`config.mk`:
```
export PLATFORM = sky130hd
export DESIGN_NAME = double_ended_queue_flat
export DESIGN_NICKNAME = d
export VERILOG_FILES = /design/src/sv/deq_pkg.sv /design/src/sv/deq_chan.sv /design/src/sv/double_ended_queue.sv /design/src/flat_wrapper.sv
export SDC_FILE = /design/constraint.sdc
export NUM_CORES = 1
export LEC_CHECK = 0
export BUFFER_PORTS_ARGS = -buffer_cell sky130_fd_sc_hd__buf_4
export CAP_MARGIN = 5
export CELL_PAD_IN_SITES_DETAIL_PLACEMENT = 1
export CELL_PAD_IN_SITES_GLOBAL_PLACEMENT = 1
export CORE_MARGIN = 2
export CORE_UTILIZATION = 45
export CTS_CLUSTER_DIAMETER = 50
export DETAILED_ROUTE_END_ITERATION = 16
export PLACE_DENSITY = 0.8
export SETUP_SLACK_MARGIN = 0.4
export SKIP_CTS_REPAIR_TIMING = 1
export SYNTH_ARGS = -nofsm -noshare
export SYNTH_HDL_FRONTEND = slang
export SYNTH_SLANG_ARGS = --single-unit
```
`constraint.sdc`:
```
create_clock -name clk -period 5 [get_ports clk]
set_clock_uncertainty 0.2 [all_clocks]
set_input_delay 0.75 -clock clk [delete_from_list [all_inputs] [get_ports clk]]
set_output_delay 0.75 -clock clk [all_outputs]
set_load 0.005 [all_outputs]
```
`src/sv/deq_pkg.sv`:
```
// Package for the double-ended queue: request and response payload types and
// the operation codes. No dependencies.
package deq_pkg;

    localparam int VALUE_W = 32;
    localparam int COUNT_W = 5;

    typedef enum logic [1:0] {
        KIND_PUSH_FRONT = 2'd0,
        KIND_PUSH_BACK  = 2'd1,
        KIND_POP_FRONT  = 2'd2,
        KIND_POP_BACK   = 2'd3
    } kind_t;

    typedef struct packed {
        kind_t              kind;
        logic [VALUE_W-1:0] push_value;
    } req_t;

    typedef struct packed {
        logic [VALUE_W-1:0] pop_value;
        logic               was_empty;
        logic               overflow;
        logic [COUNT_W-1:0] entry_count;
    } rsp_t;

endpackage

```
`src/sv/deq_chan.sv`:
```
// Valid/ready channel interface carrying one payload of a given type.
// Used with the payload types of deq_pkg.
interface deq_chan #(
    parameter type payload_t = logic
);
    logic     valid;
    logic     ready;
    payload_t payload;

    modport source (output valid, output payload, input ready);
    modport sink   (input valid, input payload, output ready);
endinterface

```
`src/sv/double_ended_queue.sv`:
```
// Double-ended queue on a ring memory with a front index and an entry count.
// Depends on deq_pkg and the deq_chan interface.
//
// Usage: each request on req carries an operation (push front, push back,
// pop front, pop back) and a value used by pushes. Every request produces
// exactly one response on rsp with the popped value, an empty flag, an
// overflow flag and the entry count after the operation.
// A pop on an empty queue returns zero with was_empty set; a push into a
// full queue is dropped with overflow set. Both leave the queue unchanged.
// The edge that accepts a request also performs its synchronous memory
// access into the read stage; the response register loads from the read
// stage once it is free and drives rsp. Throughput is one request per cycle
// while rsp.ready stays high, set by the single memory access each request
// makes in its acceptance cycle.
// After reset the queue is empty; memory contents are not cleared and are
// never read before being written. When the receiver holds rsp.ready low,
// the response register and the read stage fill up and req.ready falls;
// nothing is lost or reordered.
module double_ended_queue #(
    parameter int DEPTH      = 16,
    parameter int DATA_WIDTH = 32
) (
    input  logic   clk,
    input  logic   rst_n,
    deq_chan.sink   req,
    deq_chan.source rsp
);

    localparam int IDX_W = (DEPTH > 1) ? $clog2(DEPTH) : 1;
    localparam int CNT_W = $clog2(DEPTH + 1);
    localparam int SUM_W = CNT_W + 1;

    logic [DATA_WIDTH-1:0] ring_mem [DEPTH];
    logic [DATA_WIDTH-1:0] rd_data_reg;

    logic [IDX_W-1:0] front_reg, front_next;
    logic [CNT_W-1:0] count_reg, count_next;

    logic             s1_valid_reg, s1_valid_next;
    logic             s1_pop_reg;
    logic             s1_empty_reg;
    logic             s1_over_reg;
    logic [CNT_W-1:0] s1_count_reg;

    logic             out_valid_reg, out_valid_next;
    deq_pkg::rsp_t    out_payload_reg, out_payload_next;

    logic             accept;
    logic             out_free;
    logic             s1_advance;
    logic             full;
    logic             empty;
    logic [IDX_W-1:0] front_dec;
    logic [IDX_W-1:0] front_inc;
    logic [SUM_W-1:0] sum_tail;
    logic [SUM_W-1:0] sum_last;
    logic [IDX_W-1:0] back_tail;
    logic [IDX_W-1:0] back_last;

    logic                  wr_en;
    logic [IDX_W-1:0]      wr_addr;
    logic [DATA_WIDTH-1:0] wr_data;
    logic                  rd_en;
    logic [IDX_W-1:0]      rd_addr;
    logic                  op_pop;
    logic                  op_empty;
    logic                  op_over;
    logic [63:0]           push_wide;
    logic [63:0]           rd_wide;

    assign out_free   = !out_valid_reg || rsp.ready;
    assign s1_advance = s1_valid_reg && out_free;
    assign req.ready  = !s1_valid_reg || out_free;
    assign accept     = req.valid && req.ready;

    assign full  = (count_reg == CNT_W'(DEPTH));
    assign empty = (count_reg == '0);

    assign front_dec = (front_reg == '0) ? IDX_W'(DEPTH - 1) : front_reg - 1'b1;
    assign front_inc = (front_reg == IDX_W'(DEPTH - 1)) ? '0 : front_reg + 1'b1;

    assign sum_tail  = SUM_W'(front_reg) + SUM_W'(count_reg);
    assign sum_last  = sum_tail - 1'b1;
    assign back_tail = (sum_tail >= SUM_W'(DEPTH)) ? IDX_W'(sum_tail - SUM_W'(DEPTH))
                                                   : IDX_W'(sum_tail);
    assign back_last = (sum_last >= SUM_W'(DEPTH)) ? IDX_W'(sum_last - SUM_W'(DEPTH))
                                                   : IDX_W'(sum_last);

    assign push_wide = 64'(req.payload.push_value);
    assign wr_data   = push_wide[DATA_WIDTH-1:0];

    always_comb
    begin
        front_next = front_reg;
        count_next = count_reg;
        wr_en      = 1'b0;
        wr_addr    = front_dec;
        rd_en      = 1'b0;
        rd_addr    = front_reg;
        op_pop     = 1'b0;
        op_empty   = 1'b0;
        op_over    = 1'b0;
        if (accept)
        begin
            case (req.payload.kind)
                deq_pkg::KIND_PUSH_FRONT:
                begin
                    if (full)
                    begin
                        op_over = 1'b1;
                    end
                    else
                    begin
                        wr_en      = 1'b1;
                        wr_addr    = front_dec;
                        front_next = front_dec;
                        count_next = count_reg + 1'b1;
                    end
                end
                deq_pkg::KIND_PUSH_BACK:
                begin
                    if (full)
                    begin
                        op_over = 1'b1;
                    end
                    else
                    begin
                        wr_en      = 1'b1;
                        wr_addr    = back_tail;
                        count_next = count_reg + 1'b1;
                    end
                end
                deq_pkg::KIND_POP_FRONT:
                begin
                    if (empty)
                    begin
                        op_empty = 1'b1;
                    end
                    else
                    begin
                        rd_en      = 1'b1;
                        op_pop     = 1'b1;
                        rd_addr    = front_reg;
                        front_next = front_inc;
                        count_next = count_reg - 1'b1;
                    end
                end
                deq_pkg::KIND_POP_BACK:
                begin
                    if (empty)
                    begin
                        op_empty = 1'b1;
                    end
                    else
                    begin
                        rd_en      = 1'b1;
                        op_pop     = 1'b1;
                        rd_addr    = back_last;
                        count_next = count_reg - 1'b1;
                    end
                end
                default:
                begin
                    front_next = front_reg;
                end
            endcase
        end
    end

    always_ff @(posedge clk)
    begin
        if (wr_en)
        begin
            ring_mem[wr_addr] <= wr_data;
        end
        if (rd_en)
        begin
            rd_data_reg <= ring_mem[rd_addr];
        end
    end

    always_comb
    begin
        s1_valid_next = s1_valid_reg;
        if (accept)
        begin
            s1_valid_next = 1'b1;
        end
        else if (s1_advance)
        begin
            s1_valid_next = 1'b0;
        end
    end

    assign rd_wide = 64'(rd_data_reg);

    always_comb
    begin
        out_valid_next   = out_valid_reg;
        out_payload_next = out_payload_reg;
        if (s1_advance)
        begin
            out_valid_next               = 1'b1;
            out_payload_next.pop_value   = s1_pop_reg ? rd_wide[deq_pkg::VALUE_W-1:0] : '0;
            out_payload_next.was_empty   = s1_empty_reg;
            out_payload_next.overflow    = s1_over_reg;
            out_payload_next.entry_count = (CNT_W >= deq_pkg::COUNT_W)
                ? deq_pkg::COUNT_W'(s1_count_reg)
                : deq_pkg::COUNT_W'(s1_count_reg);
        end
        else if (rsp.ready)
        begin
            out_valid_next = 1'b0;
        end
    end

    always_ff @(posedge clk or negedge rst_n)
    begin
        if (!rst_n)
        begin
            front_reg     <= '0;
            count_reg     <= '0;
            s1_valid_reg  <= 1'b0;
            out_valid_reg <= 1'b0;
        end
        else
        begin
            front_reg     <= front_next;
            count_reg     <= count_next;
            s1_valid_reg  <= s1_valid_next;
            out_valid_reg <= out_valid_next;
        end
    end

    always_ff @(posedge clk)
    begin
        if (accept)
        begin
            s1_pop_reg   <= op_pop;
            s1_empty_reg <= op_empty;
            s1_over_reg  <= op_over;
            s1_count_reg <= count_next;
        end
        out_payload_reg <= out_payload_next;
    end

    assign rsp.valid   = out_valid_reg;
    assign rsp.payload = out_payload_reg;

    // The entry count never exceeds the ring depth.
    assert property (@(posedge clk) disable iff (!rst_n)
        count_reg <= CNT_W'(DEPTH))
        else $error("entry count exceeds depth");

    // A response never reports both an empty pop and a dropped push.
    assert property (@(posedge clk) disable iff (!rst_n)
        rsp.valid |-> !(rsp.payload.was_empty && rsp.payload.overflow))
        else $error("empty and overflow flags both set");

    // An empty pop returns zero.
    assert property (@(posedge clk) disable iff (!rst_n)
        rsp.valid && rsp.payload.was_empty |-> rsp.payload.pop_value == '0)
        else $error("empty pop returned nonzero value");

    // A push that is not dropped raises the count by one.
    assert property (@(posedge clk) disable iff (!rst_n)
        accept && wr_en |=> count_reg == $past(count_reg) + 1'b1)
        else $error("push did not advance the count");

    // A read stage holding a request blocks new requests while the output is held.
    assert property (@(posedge clk) disable iff (!rst_n)
        s1_valid_reg && out_valid_reg && !rsp.ready |-> !req.ready)
        else $error("request accepted into a full pipeline");

endmodule

```
`src/flat_wrapper.sv`:
```
// flat-port wrapper written by rule: the top's interface ports become plain ports
module double_ended_queue_flat 
#(
    parameter int DEPTH      = 16,
    parameter int DATA_WIDTH = 32
)
  (clk, rst_n, req_valid, req_payload, req_ready, rsp_valid, rsp_payload, rsp_ready);
  deq_chan #(.payload_t(deq_pkg::req_t)) req_i ();
  deq_chan #(.payload_t(deq_pkg::rsp_t)) rsp_i ();
  input  logic clk;
  input  logic rst_n;
  input wire logic [$bits(req_i.valid)-1:0] req_valid;
  input wire logic [$bits(req_i.payload)-1:0] req_payload;
  output wire logic [$bits(req_i.ready)-1:0] req_ready;
  output wire logic [$bits(rsp_i.valid)-1:0] rsp_valid;
  output wire logic [$bits(rsp_i.payload)-1:0] rsp_payload;
  input wire logic [$bits(rsp_i.ready)-1:0] rsp_ready;
  assign req_i.valid = req_valid;
  assign req_i.payload = req_payload;
  assign req_ready = req_i.ready;
  assign rsp_valid = rsp_i.valid;
  assign rsp_payload = rsp_i.payload;
  assign rsp_i.ready = rsp_ready;
  double_ended_queue #(.DEPTH(DEPTH), .DATA_WIDTH(DATA_WIDTH)) u_core (.clk(clk), .rst_n(rst_n), .req(req_i), .rsp(rsp_i));
endmodule
```
=== Word level (Yosys, flattened, before mapping) ===
Memories as Yosys holds them, arrays and structs flattened. A register that Yosys moved wholly into a read port is not among the register bits.
Cells that the tools add are included.

* Shift-type cells: 0
* Order comparisons: 2
* Multiply operators: 0
* Bitwise operators: 0
* Multiplexer cells: 31
* Div/mod/pow operators: 0
* $add $sub $neg: 8
* Reduce and logical (&&, ||, !) cells: 15
* Equality and inequality tests: 7

{| class="wikitable"
|+ Operators by type and width
! cell !! count
|-
| $mux 4 || 12
|-
| $mux 5 || 3
|-
| $mux 1 || 14
|-
| $ge 6x5->1 const B || 2
|-
| $sub 4x1->4 const B || 3
|-
| $pmux 5 s2 || 1
|-
| $pmux 4 s2 || 1
|-
| $add 4x5->6 || 1
|-
| $reduce_bool 2->1 || 3
|-
| $sub 6x1->6 const B || 1
|-
| $add 5x1->5 const B || 1
|-
| $eq 5x5->1 const B || 1
|-
| $logic_not 5->1 || 1
|-
| $sub 5x1->5 const B || 1
|-
| $add 4x1->4 const B || 1
|-
| $eq 2x2->1 const B || 2
|-
| $eq 4x4->1 const B || 1
|-
| $logic_not 4->1 || 1
|-
| $ne 2x2->1 const B || 2
|-
| $reduce_and 4->1 || 1
|-
| $reduce_or 2->1 || 2
|-
| $eq 2x1->1 const B || 1
|-
| $logic_and 1x1->1 || 2
|-
| $logic_not 1->1 || 2
|-
| other kinds (2) || 3
|}

* Memory bits (writable): 512
* Output and inout port bits: 41
* Input bits: 38
* Word-level logic and storage cells: 76
* Memories: 1
* Bits in latches: 0
* Register bits after elaboration: 58
* Memory bits (read-only): 0

{| class="wikitable"
|+ Memories
! name !! words !! bits a word !! read ports !! clocked after Yosys merged registers in !! wr ports !! RTL line !! source
|-
| u_core.ring_mem || 16 || 32 || 1 || 1 || 1 || double_ended_queue.sv:33 || <nowiki>logic [DATA_WIDTH-1:0] ring_mem [DEPTH];</nowiki>
|}

=== Longest topological paths before layout ===
* Depth in word-level cells: 7
* Depth in mapped cells: 14
* Mapped depth without buffers: 10

=== Worst setup path after synthesis ===
OpenSTA, ideal clock, no wires.

* Path type: input -> register
* Start point: in rsp_ready
* End point: mem u_core.ring_mem[6][0] (enable)
* Arrival time: 3.553 ns
* Stages: 7
* Path buffers: 0
* Path slack: 0.826 ns
* Setup time: 0.421 ns
* Data required time: 4.379 ns
* Cell sequence: nand3b_1 > nand2_1 > inv_1 > nand3_1 > mux2_2 > nand2_1 > nor2_1

* Cells in the longest elaborated chain, start to end: 6
* Elaborated cells on any way between the ends: 7
* Those cells by class: 4 x mux; 3 x reduce/logical

{| class="wikitable"
|+ RTL lines
! item !! RTL line !! source
|-
| start, declared || flat_wrapper.sv:17 || <nowiki>input wire logic [$bits(rsp_i.ready)-1:0] rsp_ready;</nowiki>
|-
| $logic_or 1x1->1 * || double_ended_queue.sv:71 || <nowiki>assign out_free = !out_valid_reg || rsp.ready;</nowiki>
|-
| $logic_or 1x1->1 * || double_ended_queue.sv:73 || <nowiki>assign req.ready = !s1_valid_reg || out_free;</nowiki>
|-
| $logic_and 1x1->1 * || double_ended_queue.sv:74 || <nowiki>assign accept = req.valid && req.ready;</nowiki>
|-
| named net u_core.accept || double_ended_queue.sv:48 || <nowiki>logic accept;</nowiki>
|-
| $mux 1 || double_ended_queue.sv:103 || <nowiki>if (accept)</nowiki>
|-
| $mux 1 || double_ended_queue.sv:172 || <nowiki>if (wr_en)</nowiki>
|-
| $mux 1 (not written as such) || double_ended_queue.sv:174 || <nowiki>ring_mem[wr_addr] <= wr_data;</nowiki>
|-
| end, declared || double_ended_queue.sv:33 ||
|}

The timed path passes the listed nets; every way through them passes the cells marked *.

=== Worst setup path after layout ===
* Start point: reg u_core.front_reg[1]
* End point: reg u_core.rd_data_reg[4], read port of u_core.ring_mem (data pin)

* Cells in the longest elaborated chain, start to end: 7
* Elaborated cells on any way between the ends: 8
* Those cells by class: 3 x add/sub; 1 x order compare; 4 x mux

{| class="wikitable"
|+ RTL lines
! item !! RTL line !! source
|-
| start, declared || double_ended_queue.sv:36 || <nowiki>logic [IDX_W-1:0] front_reg, front_next;</nowiki>
|-
| start signal, assigned || double_ended_queue.sv:228 || <nowiki>front_reg <= front_next;</nowiki>
|-
| $add 4x5->6 || double_ended_queue.sv:82 || <nowiki>assign sum_tail = SUM_W'(front_reg) + SUM_W'(count_reg);</nowiki>
|-
| $sub 6x1->6 || double_ended_queue.sv:83 || <nowiki>assign sum_last = sum_tail - 1'b1;</nowiki>
|-
| $ge 6x5->1 / $sub 4x1->4 (equally long branches) || double_ended_queue.sv:86 || <nowiki>assign back_last = (sum_last >= SUM_W'(DEPTH)) ? IDX_W'(sum_last - SUM_W'(DEPTH))</nowiki>
|-
| $mux 4 || double_ended_queue.sv:86 ||
|-
| $mux 4 || double_ended_queue.sv:150 || <nowiki>if (empty)</nowiki>
|-
| $mux 4 || -- ||
|-
| $mux 4 * || double_ended_queue.sv:103 ||
|-
| end, declared || double_ended_queue.sv:34 || <nowiki>logic [DATA_WIDTH-1:0] rd_data_reg;</nowiki>
|}

Every way passes the cells marked *; elsewhere a longest branch is shown, timed or not.
A chain may end at the register's enable or synchronous reset.

==> results.cfg <==
[worst_setup_path]
crit_required_ns = 5.07
path_common_cell = buf_4
start_kind = flip-flop
worstPathMaxFanout = 55
rrSetupSlack_ns = 0.85
worstPathArrival_ns = 4.22
worstSetupPathType = reg2reg
endpoint_kind = flip-flop
slowest_stage = buf_4
crit_chain = inv_2, buf_4, nand2_1, mux2i_4, buf_4, o211ai_1, nand4_1, o22ai_1
rr_startpoint = u_core.front_reg[1]$_DFFE_PN0P_
reg2reg_to = u_core.rd_data_reg[4]$_DFFE_PP_
slowest_delay_ns = 0.83
reg2reg_depth = 8

[clocking]
cts_max_level = 3
clk_pin_slew_ns = 0.07
cts-root-buf = clkbuf_16
cts_max_path_buffers = 3
cts_tree = built
cts.sinks = 602
cts_buffers = 69
clk_latency_ns = 0.61

[global_route]
overflow = 0
grt_pass1_wl_um = 136200
antenna_found_initial = 0
grt_max_degree = 117
grt_pass1_vias = 22360
track_usage = 0.2785

[drt]
antenna_left = 0
wire_per_inst_um = 28.39
first_iter_violations = 2036
dr.pass1.iters = 5
drc = 0
wirelength_um = 90720
via_per_inst = 6.555
vias = 20950

[sta]
hold_viol = 0
hold-worst-slack_ns = 0.1969
setup-tns-final_ns = 0
max_slew_margin = 0.1960
fin_crit_sh = 0.8290
final-setup-viol-count = 0
fmax_mhz = 241.2
slew_viol_final = 0
min_period_ns = 4.145
tightest_slew_ns = 1.206
rsz0062_at_grt = false

[placement]
gp_congestion = 0.8264
dp_hpwl_um = 50150
port_buffers = 78

[floorplan]
core_area_um2 = 61940
die_y_um = 254.7
dieArea_um2 = 64860
start_util = 0.4566
rows = 91
num_io_pins = 79
die_w_um = 254.7

[yosys]
yosysSeqAreaShare = 0.6373
synth.top_cell.area_share = 0.6276
netlist_top_cells_area = edfxtp_1, mux2i_1, a21oi_1, nand2_1, o21ai_0
postSynthCellCount = 2303
ys_warn_count = 0
synth.most_common_cell = edfxtp_1
ys.flop_type = edfxtp_1
yosys.cell_types.count = 57
syn-num-nets = 2351
synth_edf_count = 591
synth_commonest_cells = edfxtp_1, a21oi_1, nand2_1
synth_seq_cells = 602
avgSynthCellArea_um2 = 12.28
syn-cell-area_um2 = 28280
synth_top_cell_by_area = edfxtp_1
async_flop_share = 0.01827

[finish]
drive_above_1_share = 0.1277
area_growth_pct = 13.57
largest_reg_flops = 512
nets = 2350

[flow_run]
drv_cap = 0

[power_and_ir_drop]
power_density_nw_per_um2 = 754.2
ir_drop_uv = 726.9
leakagePower_nw = 10.76

[min_path]
min_path_cells = 2
hold_start = req_valid
min_to = u_core.s1_valid_reg$_DFFE_PN0P_
hp-class = in2reg

[outcome]
outcome = finished, final reports clean
-- cell families after synthesis --
family	synth area share
adder cells (fa/ha/maj)	0.004690
XOR/XNOR	0.004823
buffers and inverters	0.04194
AO/OA/AOI/OAI	0.1711
flip-flops	0.6373
AND/OR/NAND/NOR	0.07822
multiplexers	0.06190
-- final cells by class --
cell class	instances	area, um^2
inverters	75	284.0
clock inverters	46	395.4
flip-flops and latches	602	18030
clock buffers	80	1809
repair buffers	134	1234
well taps	837	1047
diodes	2	5.005
multi-input cells	1420	9314
fillers	6254	29820
-- worst max-delay path, delay by kind of cell, from the launching register on --
kind / cells / cell delay (ns)
buf+inv: 3 / 1.56
compound gates: 2 / 0.26
flops: 1 / 0.69
simple gates: 2 / 0.35
mux: 1 / 0.71
-- where the power goes --
| group | switching [W] | leakage, nW | total (W) | internal [W] |
|---|---|---|---|---|
| clock | 0.00212 | 1.08 | 0.00495 | 0.00283 |
| combinational | 0.00865 | 4.19 | 0.0128 | 0.00416 |
| sequential | 0.000307 | 5.49 | 0.00646 | 0.00616 |
-- cell usage in the layout, fill, tap and decap left out, drive strengths merged, types with 31 or more instances in the layout --
cell type    n
a21oi      329
o211ai      64
clkinv      31
nor2b       64
o21ai      135
o22ai       36
buf        133
edfxtp     591
mux2i      167
and2        35
a32o        32
nand2      213
nand4       33
inv         81
nand3       69
clkbuf      80
o22a        31
o221ai      63
a211oi      65
-- through the flow --
step | total power [W] | utilization | setup slack (ns) | instance area, um^2 | std cells
6_report | 0.02422 | 0.5185 | 0.8549 | 32120 | 3196
5_1_grt | 0.02523 | 0.5184 | 0.7866 | 32110 | 3194
4_1_cts | 0.02404 | 0.5183 | 0.9221 | 32100 | 3193
3_5_place_dp | 0.01895 | 0.4827 | 0.6164 | 29900 | 3067
3_3_place_gp | 0.01811 | 0.4827 | 0.8340 | 29900 | 3067
2_1_floorplan | 0.01476 | - | 0.8260 | 28280 | 2303
-- worst max-delay path by stage --
| stage | endpoint | start | slack, ns | cells after the start |
|---|---|---|---|---|
| 2_1_floorplan | u_core.ring_mem[6][0]$_DFFE_PP_ | rsp_ready | 0.83 | 7 |
| 3_3_place_gp | u_core.ring_mem[12][7]$_DFFE_PP_ | rsp_ready | 0.83 | 9 |
| 3_5_place_dp | u_core.ring_mem[12][3]$_DFFE_PP_ | rsp_ready | 0.62 | 9 |
| 4_1_cts | u_core.rd_data_reg[4]$_DFFE_PP_ | u_core.front_reg[1]$_DFFE_PN0P_ | 0.92 | 8 |
| 5_1_grt | u_core.rd_data_reg[4]$_DFFE_PP_ | u_core.front_reg[1]$_DFFE_PN0P_ | 0.79 | 8 |
| 6_report | u_core.rd_data_reg[4]$_DFFE_PP_ | u_core.front_reg[1]$_DFFE_PN0P_ | 0.85 | 8 |
-- routing by layer --
metal  GRT usage  routed length (um)
met2      0.4731               45100
met3     0.04746                6789
met1      0.3465               34910
met5           0                   0
met4      0.1323                3929
Note: power is estimated with default switching activity, not from simulation.
